File: src/design/tcpws_pkg.sv
`timescale 1ns / 1ps

package tcpws_pkg;

    localparam int MAX_OPTION_BYTES = 40;

    // Body bytes still owed never exceed MAX_OPTION_BYTES - 2.
    localparam int LEFT_W = (MAX_OPTION_BYTES > 3) ? $clog2(MAX_OPTION_BYTES - 1) : 1;

    localparam logic [7:0] MAX_LEN     = 8'(MAX_OPTION_BYTES);
    localparam logic [7:0] MIN_LEN     = 8'd2;
    localparam logic [7:0] KIND_END    = 8'd0;
    localparam logic [7:0] KIND_NOP    = 8'd1;
    localparam logic [7:0] KIND_WSCALE = 8'd3;
    localparam logic [7:0] WSCALE_LEN  = 8'd3;

    typedef struct packed {
        logic [7:0] option_byte;
        logic       last_byte;
        logic       area_empty;
    } item_t;

    typedef struct packed {
        logic       scale_present;
        logic [7:0] scale_shift;
        logic       parse_error;
    } result_t;

endpackage

File: src/design/tcpws_parse.sv
`timescale 1ns / 1ps

module tcpws_parse (
    input  logic               aclk,
    input  logic               aresetn,
    input  logic               step,
    input  tcpws_pkg::item_t   item,
    output tcpws_pkg::result_t result
);

    typedef enum logic [1:0] {
        PH_KIND,
        PH_LEN,
        PH_BODY,
        PH_DONE
    } phase_t;

    phase_t                      phase_reg, phase_next;
    logic                        kind_ws_reg, kind_ws_next;
    logic [tcpws_pkg::LEFT_W-1:0] left_reg, left_next;
    logic                        cand_reg, cand_next;
    logic [7:0]                  shift_reg, shift_next;
    logic                        seen_reg, seen_next;
    logic                        err_reg, err_next;

    logic [7:0] b;
    logic       last;

    assign b    = item.option_byte;
    assign last = item.last_byte;

    always_comb begin
        phase_next   = phase_reg;
        kind_ws_next = kind_ws_reg;
        left_next    = left_reg;
        cand_next    = cand_reg;
        shift_next   = shift_reg;
        seen_next    = seen_reg;
        err_next     = err_reg;

        unique case (phase_reg)
            PH_KIND: begin
                if (b == tcpws_pkg::KIND_END) begin
                    phase_next = PH_DONE;
                end else if (b != tcpws_pkg::KIND_NOP) begin
                    kind_ws_next = (b == tcpws_pkg::KIND_WSCALE);
                    if (last) begin
                        err_next   = 1'b1;
                        phase_next = PH_DONE;
                    end else begin
                        phase_next = PH_LEN;
                    end
                end
            end
            PH_LEN: begin
                if (b < tcpws_pkg::MIN_LEN || b > tcpws_pkg::MAX_LEN) begin
                    err_next   = 1'b1;
                    phase_next = PH_DONE;
                end else begin
                    left_next = tcpws_pkg::LEFT_W'(b - tcpws_pkg::MIN_LEN);
                    cand_next = kind_ws_reg && (b == tcpws_pkg::WSCALE_LEN);
                    if (b == tcpws_pkg::MIN_LEN) begin
                        phase_next = PH_KIND;
                    end else if (last) begin
                        err_next   = 1'b1;
                        phase_next = PH_DONE;
                    end else begin
                        phase_next = PH_BODY;
                    end
                end
            end
            PH_BODY: begin
                if (cand_reg) begin
                    shift_next = b;
                    seen_next  = 1'b1;
                    cand_next  = 1'b0;
                end
                left_next = left_reg - 1'b1;
                if (left_reg == tcpws_pkg::LEFT_W'(1)) begin
                    phase_next = PH_KIND;
                end else if (last) begin
                    err_next   = 1'b1;
                    phase_next = PH_DONE;
                end
            end
            default: begin
                phase_next = PH_DONE;
            end
        endcase
    end

    always_comb begin
        result.scale_present = seen_next && !item.area_empty;
        result.scale_shift   = (seen_next && !item.area_empty) ? shift_next : 8'd0;
        result.parse_error   = err_next && !item.area_empty;
    end

    always_ff @(posedge aclk) begin
        if (!aresetn || (step && (item.area_empty || item.last_byte))) begin
            phase_reg   <= PH_KIND;
            kind_ws_reg <= 1'b0;
            left_reg    <= '0;
            cand_reg    <= 1'b0;
            shift_reg   <= 8'd0;
            seen_reg    <= 1'b0;
            err_reg     <= 1'b0;
        end else if (step) begin
            phase_reg   <= phase_next;
            kind_ws_reg <= kind_ws_next;
            left_reg    <= left_next;
            cand_reg    <= cand_next;
            shift_reg   <= shift_next;
            seen_reg    <= seen_next;
            err_reg     <= err_next;
        end
    end

endmodule

File: src/design/tcp_option_window_scale_parser.sv
`timescale 1ns / 1ps

// Parses a TCP options area presented one byte per transfer and reports the window scale
// option. Each byte is taken into an input register, then runs through a small parse state
// update, and the report for an area is loaded into an output register on the
// byte marked by s_tlast (or on a transfer with the empty-area flag in s_tuser). The block
// accepts one byte per cycle unless a pending report holds it back, and the report is valid
// once the final byte has moved from the input register into the output register; a report
// that is not taken stalls the input only when another report is about to be made.

module tcp_option_window_scale_parser (
    input  logic       aclk,
    input  logic       aresetn,

    input  logic       s_tvalid,
    output logic       s_tready,
    input  logic [7:0] s_tdata,   // [7:0] option_byte
    input  logic       s_tlast,   // last_byte
    input  logic       s_tuser,   // [0] area_empty

    output logic       m_tvalid,
    input  logic       m_tready,
    output logic [7:0] m_tdata,   // [7:0] scale_shift
    output logic [1:0] m_tuser    // [0] scale_present, [1] parse_error
);

    logic               in_valid_reg;
    tcpws_pkg::item_t   in_item_reg;
    logic               out_valid_reg;
    tcpws_pkg::result_t out_result_reg;

    tcpws_pkg::result_t result;
    logic               reports;
    logic               advance;

    assign reports  = in_item_reg.area_empty || in_item_reg.last_byte;
    assign advance  = in_valid_reg && (!reports || !out_valid_reg || m_tready);
    assign s_tready = !in_valid_reg || advance;

    tcpws_parse u_parse (
        .aclk    (aclk),
        .aresetn (aresetn),
        .step    (advance),
        .item    (in_item_reg),
        .result  (result)
    );

    always_ff @(posedge aclk) begin
        if (!aresetn) begin
            in_valid_reg <= 1'b0;
        end else if (s_tready) begin
            in_valid_reg <= s_tvalid;
        end
    end

    always_ff @(posedge aclk) begin
        if (s_tready && s_tvalid) begin
            in_item_reg.option_byte <= s_tdata;
            in_item_reg.last_byte   <= s_tlast;
            in_item_reg.area_empty  <= s_tuser;
        end
    end

    always_ff @(posedge aclk) begin
        if (!aresetn) begin
            out_valid_reg <= 1'b0;
        end else if (advance && reports) begin
            out_valid_reg <= 1'b1;
        end else if (m_tready) begin
            out_valid_reg <= 1'b0;
        end
    end

    always_ff @(posedge aclk) begin
        if (advance && reports) begin
            out_result_reg <= result;
        end
    end

    assign m_tvalid   = out_valid_reg;
    assign m_tdata    = out_result_reg.scale_shift;
    assign m_tuser[0] = out_result_reg.scale_present;
    assign m_tuser[1] = out_result_reg.parse_error;

endmodule

File: config.mk
export PLATFORM = sky130hd
export DESIGN_NAME = tcp_option_window_scale_parser
export DESIGN_NICKNAME = d
export VERILOG_FILES = /design/src/design/tcpws_pkg.sv /design/src/design/tcpws_parse.sv /design/src/design/tcp_option_window_scale_parser.sv
export SDC_FILE = /design/constraint.sdc
export NUM_CORES = 1
export LEC_CHECK = 0
export BUFFER_PORTS_ARGS = -buffer_cell sky130_fd_sc_hd__buf_2
export CAP_MARGIN = 20
export CORE_AREA = 4 4 86 68
export CTS_CLUSTER_SIZE = 30
export DETAILED_ROUTE_END_ITERATION = 10
export DIE_AREA = 0 0 90 72
export GPL_ROUTABILITY_DRIVEN = 0
export PLACE_DENSITY = 0.73
export SLEW_MARGIN = 20
export SYNTH_ARGS = -nofsm -noshare
export SYNTH_HDL_FRONTEND = slang
export SYNTH_HIERARCHICAL = 1
export SYNTH_SLANG_ARGS = --single-unit
File: constraint.sdc
create_clock -name aclk -period 1.86 [get_ports aclk]
set_clock_uncertainty 0.05 [all_clocks]
set_input_delay 0.186 -clock aclk [delete_from_list [all_inputs] [get_ports aclk]]
set_output_delay 0.186 -clock aclk [all_outputs]
set_load 0.03 [all_outputs]
# Word-level counts from Yosys, hierarchy flattened
# Cells that the tools add are included.
dict set report totals {
  regBits 42
  in_bits 14
  output_inout_bits 12
  word_cells 79
}
dict set report classes {
  n_addsub 2
  n_lt_le_gt_ge 2
  eq_ne 9
  muxes 26
  n_bitwise 1
  reduce_logical 24
}
# operator count
set op_table {}
lappend op_table {{8-bit by 2-bit equality test with 1-bit output (second input constant)} 2}
lappend op_table {{8-bit two-way mux} 2}
lappend op_table {{2-bit two-way mux} 7}
lappend op_table {{1-bit two-way mux} 12}
lappend op_table {{6-bit case mux with 2 select lines} 1}
lappend op_table {{8-bit by 6-bit greater-than comparator with 1-bit output (second input constant)} 1}
lappend op_table {{8-bit logical NOT} 1}
lappend op_table {{8-bit by 2-bit less-than comparator with 1-bit output (second input constant)} 1}
lappend op_table {{8-bit by 1-bit != test with 1-bit output (second input constant)} 1}
lappend op_table {{6-bit by 1-bit equality test with 1-bit output (second input constant)} 1}
lappend op_table {{1-bit logical AND} 6}
lappend op_table {{1-bit logical OR} 6}
lappend op_table {{6-bit two-way mux} 1}
lappend op_table {{2-bit case mux with 3 select lines} 1}
lappend op_table {{3-bit AND reduction} 2}
lappend op_table {{6-bit by 1-bit subtractor with 6-bit output (second input constant)} 1}
lappend op_table {{6-bit by 2-bit subtractor with 6-bit output (second input constant)} 1}
lappend op_table {{1-bit logical NOT} 5}
lappend op_table {{4-bit AND reduction} 1}
lappend op_table {{2-bit nonzero test} 2}
lappend op_table {{3-bit by 1-bit != test with 1-bit output (second input constant)} 1}
lappend op_table {{3-bit by 2-bit != test with 1-bit output (second input constant)} 1}
lappend op_table {{1-bit case mux with 3 select lines} 1}
lappend op_table {{2-bit by 1-bit equality test with 1-bit output (second input constant)} 1}
lappend op_table {{other kinds (5)} 5}

# Logic depth before layout (Yosys ltp)
# Gate-level depths: netlist of the first run.
dict set report logic_depth {
  word_depth 7
  ltp_mapped 8
  depth_no_buf 7
}

# Modules after synthesis
# Netlist of the first run, hierarchy kept.
# module n_inst cells_each area_per_inst_um2 seq_area_each_um2
set by_module_without_submodules {}
lappend by_module_without_submodules {tcpws_parse 1 202 1486.4 400.4}
lappend by_module_without_submodules {tcp_option_window_scale_parser 1 33 719.4 640.6}

# Worst setup path after synthesis of the first run
# OpenSTA, ideal clock, no wires.
dict set report synth_timing {
  path_kind {flip-flop to flip-flop}
  startpoint {register in_item_reg[6] (netlist bit)}
  endpoint {register out_result_reg (netlist bit m_tuser[1]) (data pin)}
  setup_time_ns 0.260
  t_arrival_ns 1.627
  required_ns 1.550
  path_slack_ns -0.077
  stages_incl_launch_ff 7
  path_cell_list {edfxtp_1 buf_6 nor4_4 nand4b_1 a2111oi_1 o21a_1 nor3_1}
}
# element line_no
set synth_lines {}
lappend synth_lines {{start: declaration} tcp_option_window_scale_parser.sv:28} ;# tcpws_pkg::item_t in_item_reg;
lappend synth_lines {{end signal: assignment} tcp_option_window_scale_parser.sv:76} ;# out_result_reg <= result;
lappend synth_lines {{end: declaration} tcp_option_window_scale_parser.sv:30} ;# tcpws_pkg::result_t out_result_reg;

==> flow_summary.ini, run 1 <==
[synthesis]
ys_top_cells_by_area = edfxtp_1 (27%), dfxtp_1 (20%), nand2_1 (6.3%)
synth_edf_count = 20
ys.flop_type = dfxtp_1
async_flop_share_pct = 0
synthXorXnorAreaFrac_pct = 1.19
synthSimpleGateAreaFrac_pct = 24.3
synth_top_area_share_pct = 27.2
syn_avg_cell_area_sq_um = 9.39
yosys.area_share.adder_pct = 1.70
yosysTopAreaCell = edfxtp_1
synth_top_family_by_area = simple AND/OR/NAND/NOR gates
ys_types = 53
synth_compound_area_share_pct = 18.4
synth-seq-area-share_pct = 47.2
synth_area_sq_mm = 0.00221
synthMuxAreaShare_pct = 1.82
synth_warnings = 6
synth_nets = 252
synthCells = 235
ys_ff_latch = 42

[grt]
grt_usage_pct = 15.7
antenna_found_initial = 0
grt_max_degree = 14
grt_pass1_vias = 1716
overflow = 0
grt_pass1_wl_microns = 8250

[drt]
route.detailed.drc = 0
vias = 1983
wl_microns = 5170
firstDrtPassIters = 5
ant_nets = 0
wire_per_inst_microns = 14.7
dr.first_iter.drc_count = 222
viasPerCell = 5.65

[setup_path]
r2r_cells = 7
critPathArrivalTime_ns = 1.96
cp.required_ns = 1.88
r2r-end = m_tuser[1]
crit_path_max_fanout = 4
cp-start-kind = register
reg2reg_slack_ns = -0.08
path_class = reg2reg
crit_path_end_kind = register
reg2reg_from = in_item_reg[4]

[placement]
portBuffers = 25
dp.cells = 335
dp_hpwl_microns = 3680
dp_worst_setup_slack_ns = -0.0790

[die]
initial_core_util_pct = 43.3
die_w_microns = 90
dieArea_sq_mm = 0.00648
fp-row-count = 23
core_area_sq_mm = 0.00509
fp.dieH_microns = 72
top_level_ports = 26

[clocking]
htree_num_levels = 2
clock_sinks = 42
cts_tree = done
cts.clk_slew.worst_paths_ns = 0.09
clock-root-buffer = clkbuf_8
cts_made_buffers = 5
clock_path_buffers = 2
clk_latency_ns = 0.30

[worst_hold_path]
min_from = s_tdata[7]
whs_path_depth = 1
hold_end = in_item_reg[9]
min_path_type = in2reg

[timing]
period_share_pct = 105
fin_setup_tns_ns = -0.0928
layout_setup_ws_ns = -0.0841
setup_viol = 2
hold_viol_final = 0
slew_viol_final = 0
whs_ns = 0.0154
rsz0062_at_grt = true
slew_headroom_pct = 65.4
worst_pin_slew_ns = 0.517
clock.fmax_ghz = 0.514
finalCriticalPeriod_ns = 1.94

[final_layout]
antenna_cells = 0
syn_to_final_growth_pct = 26.7
fin_cells = 351
drive_gt1_share_pct = 33.2
nets = 305
final_core_util_pct = 54.9
largest_reg_flops = 10

[run_status]
violations = negative setup slack
status = finished, violations left

[flow_run]
maxCapViolations = 0

[pwr]
p_leak_nw = 1.03
powerDensity_mw_per_mm2 = 687
vdd_drop_max_mv = 0.596
## cell usage in the layout (no fill, tap or decap), drive strengths merged, types with 3 or more instances in the layout
master	instances
ha	3
a21oi	26
buf	61
mux2i	4
nor2	16
a31oi	5
nand3	13
nor3	3
nor4	5
o21ai	8
edfxtp	20
nor2b	3
inv	8
nand2b	5
or2	3
clkbuf	6
o31ai	4
o21a	4
a211oi	3
nand2	37
nand3b	4
dfxtp	22
## report_power, final
group / total [mW] / leakage (nW) / switching [mW] / internal [mW]
clock: 0.617 / 0.0472 / 0.319 / 0.298
combinational: 0.278 / 0.600 / 0.154 / 0.124
sequential: 1.02 / 0.381 / 0.0294 / 0.995
total: 1.92 / 1.03 / 0.502 / 1.42
## through the flow
stage / total power [mW] / area, sq um
after floorplan: 1.19 / 2210
after global placement: 1.28 / 2550
after detailed placement: 1.28 / 2550
after CTS: 1.90 / 2680
after global routing: 2.00 / 2800
final: 1.92 / 2800
## area by class of cell
class                      count  area [sq um]
fill                         443          2300
multi-input combinational    169          1120
sequential                    42          1040
timing repair buffer          62           425
clock buffer                   6          82.6
tap                           62          77.6
inverter                       8          30.0
clock inverter                 2          12.5
## metal layers
| layer | share of wire (%) | up-vias | GRT usage, % |
|---|---|---|---|
| li1 | - | 953 | - |
| met2 | 45 | 103 | 23.2 |
| met4 | 2.3 | 0 | 5.43 |
| met5 | 0 | - | 0 |
| met3 | 7.5 | 14 | 3.94 |
| met1 | 46 | 913 | 22.4 |
## worst max path at each step
stage                    from                   end  depth (start not counted)
2_1_floorplan  in_item_reg[7]            m_tuser[1]                          6
4_1_cts        in_item_reg[1]   u_parse/left_reg[3]                          9
3_3_place_gp   in_item_reg[3]  u_parse/phase_reg[0]                          6
6_report       in_item_reg[4]            m_tuser[1]                          7
5_1_grt        in_item_reg[9]            m_tuser[1]                          5
3_5_place_dp   in_item_reg[4]  u_parse/phase_reg[0]                          7
## kinds of logic (layout without fill, tap and decap cells)
logic type	after synthesis	after routing
AO/OA/AOI/OAI	61	61
XOR/XNOR	3	3
adder cells (fa/ha/maj)	3	3
buffers and inverters	24	78
flip-flops	42	42
multiplexers	4	4
AND/OR/NAND/NOR	98	98
## critical path: stages (launching register included)
cell and delay, ns:
edfxtp_1 0.42, buf_6 0.15, buf_4 0.15, nor2_4 0.12
nand4b_1 0.20, a2111oi_4 0.39, o21a_1 0.18, nor3_1 0.06
## Yosys cell counts, types with 2 or more instances
| master | instances |
|---|---|
| nand2_1 | 37 |
| o31ai_1 | 3 |
| dfxtp_1 | 22 |
| buf_1 | 3 |
| buf_6 | 3 |
| nor4_4 | 2 |
| o21ai_0 | 6 |
| nor2_1 | 16 |
| a31oi_1 | 5 |
| xor2_1 | 2 |
| inv_1 | 8 |
| nand3_1 | 13 |
| nor3_1 | 2 |
| or2_2 | 2 |
| a311oi_1 | 2 |
| edfxtp_1 | 20 |
| o21ai_2 | 2 |
| nand3b_1 | 4 |
| nor4_1 | 3 |
| ha_1 | 3 |
| o21a_1 | 4 |
| mux2i_1 | 4 |
| nor2b_1 | 3 |
| a21oi_1 | 25 |
| clkbuf_1 | 5 |
| nand2b_1 | 4 |
| or3_2 | 2 |
| a211oi_1 | 2 |
| buf_2 | 4 |
## repair_timing
| action | in CTS | in global routing |
|---|---|---|
| setup endpoints to repair | 3 | 13 |
| pin swaps | 2 | 5 |
| setup buffers | 3 | 5 |
| hold buffers | 0 | 1 |
| gates cloned | 0 | 0 |
| gates resized for setup | 3 | 15 |
| endpoints found under the hold margin | 0 | 1 |
(Power assumes the default switching activity.)
==> inputs of run 2 (changes only) <==
--- a/config.mk
+++ b/config.mk
@@ -12,7 +12,7 @@
 export DETAILED_ROUTE_END_ITERATION = 10
 export DIE_AREA = 0 0 90 72
 export GPL_ROUTABILITY_DRIVEN = 0
-export PLACE_DENSITY = 0.73
+export PLACE_DENSITY = 0.66
 export SLEW_MARGIN = 20
 export SYNTH_ARGS = -nofsm -noshare
 export SYNTH_HDL_FRONTEND = slang
==> run 2 against run 1 <==
Effect of this change:
- final cell count up 3.1%
- largest cell class unchanged
- sequential power about the same
- cell area up 2.5%
- global-route usage up 1.2 points
- the flow still finishes with violations (negative setup slack)
- maximum frequency up 3.0%
- critical endpoint is now u_parse/left_reg[5]
- largest power group unchanged
- register-to-register slack better by 0.06 ns
- first-iteration DRC count down 46%
==> flow_summary.ini, run 2 (synthesized netlist as in run 1, its figures left out) <==
[drt]
viasPerCell = 5.33
ant_nets = 0
dr.first_iter.drc_count = 120
route.detailed.drc = 0
met1Wirelength_microns = 2680
firstDrtPassIters = 4
vias = 1930
wl_microns = 5520
met2WireLength_microns = 2440
met3_wirelength_microns = 338
routed.top_layer = met4
wire_per_inst_microns = 15.3

[clocking]
cts.clk_slew.worst_paths_ns = 0.08
htree_num_levels = 2
cts_tree = done
cts_made_buffers = 5
clock_sinks = 42
clk_latency_ns = 0.30
clock_path_buffers = 2
clock-root-buffer = clkbuf_8

[final_layout]
largest_reg_flops = 10
layout_common_cells = buf_4 (40), nand2_1 (37), a21oi_1 (25), buf_2 (25), dfxtp_1 (22)
final_common_cell = buf_4
multi_input_area_sq_mm = 0.00111
antenna_cells = 0
seqCellArea_sq_mm = 0.00104
fill_cells = 435
drive_gt1_share_pct = 33.0
nets = 316
syn_to_final_growth_pct = 29.8

[timing]
fin_setup_tns_ns = -0.0754
whs_ns = 0.0133
clock.fmax_ghz = 0.530
slew_viol_final = 0
rsz0062_at_grt = true
slew_headroom_pct = 62.6
layout_setup_ws_ns = -0.0271
setup_viol = 4
finalCriticalPeriod_ns = 1.89
hold_viol_final = 0
period_share_pct = 101
worst_pin_slew_ns = 0.558

[grt]
grt_usage_pct = 16.8
grt_pass1_vias = 1786
antenna_found_initial = 0
grt_pass1_wl_microns = 8730
overflow = 0
grt_max_degree = 20

[die]
fp-row-count = 23
core_area_sq_mm = 0.00509
initial_core_util_pct = 43.3
dieArea_sq_mm = 0.00648
fp.dieH_microns = 72
die_w_microns = 90
top_level_ports = 26

[placement]
dp_hpwl_microns = 3830
portBuffers = 25

[pwr]
p_leak_nw = 1.08
powerDensity_mw_per_mm2 = 675
p_total_mw = 1.93
vdd_drop_max_mv = 0.331

[setup_path]
path_class = reg2reg
crit_slowest_cell = edfxtp_1
crit_path_end_kind = register
critPathArrivalTime_ns = 2.06
cp.required_ns = 2.03
cp_cell_sequence = inv_2, ha_4, nor2b_4, o21ai_4, nor4_4, a21oi_2, buf_4, o31ai_2
crit_path_max_incr_delay_ns = 0.44
crit_path_max_fanout = 4
cp-start-kind = register

[worst_hold_path]
min_path_type = in2reg

[run_status]
status = finished, violations left
violations = negative setup slack

[flow_run]
maxCapViolations = 0
==> run 2: changes by cell type in the layout (fill, tap and decap cells not counted), sizes merged <==
cell | previous run | this run
buf | 61 | 66
dlygate4sd3 | 1 | 7
==> run 2: final timing paths <==
path                                           start                   end  slack (ns)  cells past startpoint
worst max-delay path                  in_item_reg[3]   u_parse/left_reg[5]       -0.03                      8
worst min-delay path                      s_tdata[6]        in_item_reg[8]        0.01                      1
worst max register to register        in_item_reg[3]   u_parse/left_reg[5]       -0.03                      8
worst min register to register  u_parse/shift_reg[4]  u_parse/shift_reg[4]        0.41                      2
==> run 2: critical path: cells and delay by family (launching register included) <==
| kind | cells | cell delay (ns) |
|---|---|---|
| AO/OA/AOI/OAI | 3 | 0.33 |
| adder cells (fa/ha/maj) | 1 | 0.14 |
| buffers and inverters | 2 | 0.28 |
| flip-flops | 1 | 0.44 |
| AND/OR/NAND/NOR | 2 | 0.57 |
==> run 2: cell type report <==
type / count / area share, %
multi-input cells: 169 / 38.9
flip-flops and latches: 42 / 36.3
repair buffers: 73 / 17.7
clock buffers: 6 / 2.88
well taps: 62 / 2.71
inverters: 8 / 1.05
clock inverters: 2 / 0.437
==> run 2: timing repair <==
| item | in CTS | in global routing |
|---|---|---|
| endpoints found under the setup margin | 4 | 19 |
| gates resized for setup | 4 | 11 |
| hold endpoints to repair | 5 | 2 |
| buffers inserted | 3 | 7 |
| pin swaps | 3 | 7 |
| hold buffers | 5 | 2 |
==> run 2: through the flow <==
stage                     cell area (sq um)  instances  util, %  setup WS [ns]
after floorplan                        2210        235        -        -0.0275
after global placement                 2560        337     50.2         0.0182
after detailed placement               2560        337     50.2        -0.0574
after CTS                              2740        353     53.7       -0.00876
after global routing                   2860        362     56.2         -0.161
final                                  2860        362     56.2        -0.0271
==> run 2: routing by layer <==
metal / vias up / global-route usage [%]
met1: 892 / 24.4
met2: 54 / 24.4
met3: 8 / 3.63
met5: - / 0
met4: 0 / 7.13
li1: 976 / -
==> run 2: power breakdown <==
part,switching (mW),internal (mW)
Combinational,0.153,0.129
Clock,0.332,0.299
Sequential,0.0270,0.994
Total,0.512,1.42
==> inputs of run 3 (changes only) <==
--- a/config.mk
+++ b/config.mk
@@ -7,12 +7,12 @@
 export LEC_CHECK = 0
 export BUFFER_PORTS_ARGS = -buffer_cell sky130_fd_sc_hd__buf_2
 export CAP_MARGIN = 20
-export CORE_AREA = 4 4 86 68
-export CTS_CLUSTER_SIZE = 30
+export CORE_AREA = 4 4 93 73
+export CTS_CLUSTER_SIZE = 16
 export DETAILED_ROUTE_END_ITERATION = 10
-export DIE_AREA = 0 0 90 72
+export DIE_AREA = 0 0 97 77
 export GPL_ROUTABILITY_DRIVEN = 0
-export PLACE_DENSITY = 0.66
+export PLACE_DENSITY = 0.57
 export SLEW_MARGIN = 20
 export SYNTH_ARGS = -nofsm -noshare
 export SYNTH_HDL_FRONTEND = slang
==> run 3 against run 2 <==
Effect of this change:
- the run still ends with negative setup slack left
- register-to-register slack about the same
- maximum frequency grew 0.51%
- wire length is 0.42% lower
- worst hold slack worse by 0.0030 ns
- sequential share of layout area decreased by 0.25 points
- cell area increased by 0.70%
- flip-flop and latch count is the same
- clock power grew 14%
- final cell count increased by 3.3%
- critical endpoint unchanged
- largest cell class unchanged
==> flow_summary.ini, run 3 (synthesized netlist as in run 1, its figures left out) <==
[run_status]
status = finished, violations left
violations = negative setup slack

[die]
dieArea_sq_mm = 0.00747
core_area_sq_mm = 0.00580
fp.dieH_microns = 77
initial_core_util_pct = 38.1
top_level_ports = 26
die_w_microns = 97
fp-row-count = 24

[pwr]
powerDensity_mw_per_mm2 = 703
p_leak_nw = 1.07
vdd_drop_max_mv = 0.378
p_total_mw = 2.03

[final_layout]
antenna_cells = 0
nets = 312
layout_common_cells = buf_4 (38), nand2_1 (36), buf_2 (25)
largest_reg_flops = 10
final_common_cell = buf_4
fill_cells = 544
drive_gt1_share_pct = 35.1
syn_to_final_growth_pct = 30.7

[timing]
clock.fmax_ghz = 0.533
worst_pin_slew_ns = 0.539
slew_viol_final = 0
layout_setup_ws_ns = -0.0176
setup_viol = 1
fin_setup_tns_ns = -0.0176
finalCriticalPeriod_ns = 1.88
period_share_pct = 101
rsz0062_at_grt = true
hold_viol_final = 0
slew_headroom_pct = 63.9

[grt]
grt_max_degree = 17
overflow = 0
grt_usage_pct = 14.6
antenna_found_initial = 0
grt_pass1_wl_microns = 8800
grt_pass1_vias = 1814

[drt]
vias = 1904
viasPerCell = 5.09
firstDrtPassIters = 4
dr.first_iter.drc_count = 161
wl_microns = 5500
route.detailed.drc = 0
ant_nets = 0
wire_per_inst_microns = 14.7

[worst_hold_path]
min_from = s_tdata[0]
hold_end = in_item_reg[2]
whs_path_depth = 1
min_path_type = in2reg

[setup_path]
cp.required_ns = 2.01
crit_path_end_kind = register
path_class = reg2reg
reg2reg_from = in_item_reg[7]
crit_path_max_fanout = 4
reg2reg_slack_ns = -0.02
cp-startpoint = in_item_reg[7]
critPathArrivalTime_ns = 2.03
r2r-end = u_parse/left_reg[5]
cp-start-kind = register
r2r_cells = 6

[clocking]
cts_made_buffers = 5
clock_path_buffers = 2
clock-root-buffer = clkbuf_8
htree_num_levels = 2
cts.clk_slew.worst_paths_ns = 0.08
clock_sinks = 42
cts_tree = done
clk_latency_ns = 0.29

[placement]
dp_hpwl_microns = 4030
portBuffers = 25

[flow_run]
maxCapViolations = 0
## run 3: per-stage QoR
stage	hold slack [ns]	area, sq um	utilization (%)	instances	setup WS [ns]
after floorplan	0.235	2210	-	235	-0.0275
after global placement	0.313	2580	44.6	354	0.0748
after detailed placement	0.314	2580	44.6	354	0.0161
after CTS	0.00483	2700	46.6	363	-0.00294
after global routing	0.00132	2880	49.8	374	-0.119
final	0.0103	2880	49.8	374	-0.0176
## run 3: layout make-up
class / instances / area [sq um] / area share [%]
multi-input cells: 169 / 1130 / 39.1
flip-flops and latches: 42 / 1040 / 36.1
repair buffers: 69 / 477 / 16.5
well taps: 78 / 97.6 / 3.38
clock buffers: 6 / 72.6 / 2.52
clock inverters: 2 / 37.5 / 1.30
inverters: 8 / 30.0 / 1.04
## run 3: critical path: stages, from the launching register on
cell and delay, ns:
edfxtp_1 0.52, a211oi_4 0.32, o21ai_4 0.12, nor4_4 0.34, a21oi_2 0.10, buf_4 0.16, o31ai_1 0.18
## run 3: per-layer routing
layer / vias up / global-route usage, % / routed length, microns
met5: - / 0 / 0
met4: 0 / 3.79 / 43
met3: 7 / 3.63 / 402
met2: 61 / 21.4 / 2450
met1: 868 / 21.3 / 2600
li1: 968 / - / -
## run 3: power breakdown
part	internal, mW	switching [mW]	leakage, nW
clock	0.401	0.317	0.0514
combinational	0.132	0.157	0.640
sequential	0.994	0.0283	0.381
total	1.53	0.502	1.07
## run 3: repair_timing
action	in CTS	in global routing
resized for setup	0	23
pin swaps	0	10
hold endpoints to repair	0	1
hold buffers	0	1
buffers inserted	1	10
endpoints found under the setup margin	2	21
## run 3: worst max-delay path by stage
stage / depth (start not counted) / slack [ns] / to
after floorplan: 6 / -0.03 / m_tuser[1]
after global placement: 7 / 0.07 / u_parse/cand_reg
after detailed placement: 7 / 0.02 / u_parse/cand_reg
after CTS: 7 / -0.003 / m_tuser[1]
after global routing: 6 / -0.12 / u_parse/left_reg[5]
final: 6 / -0.02 / u_parse/left_reg[5]
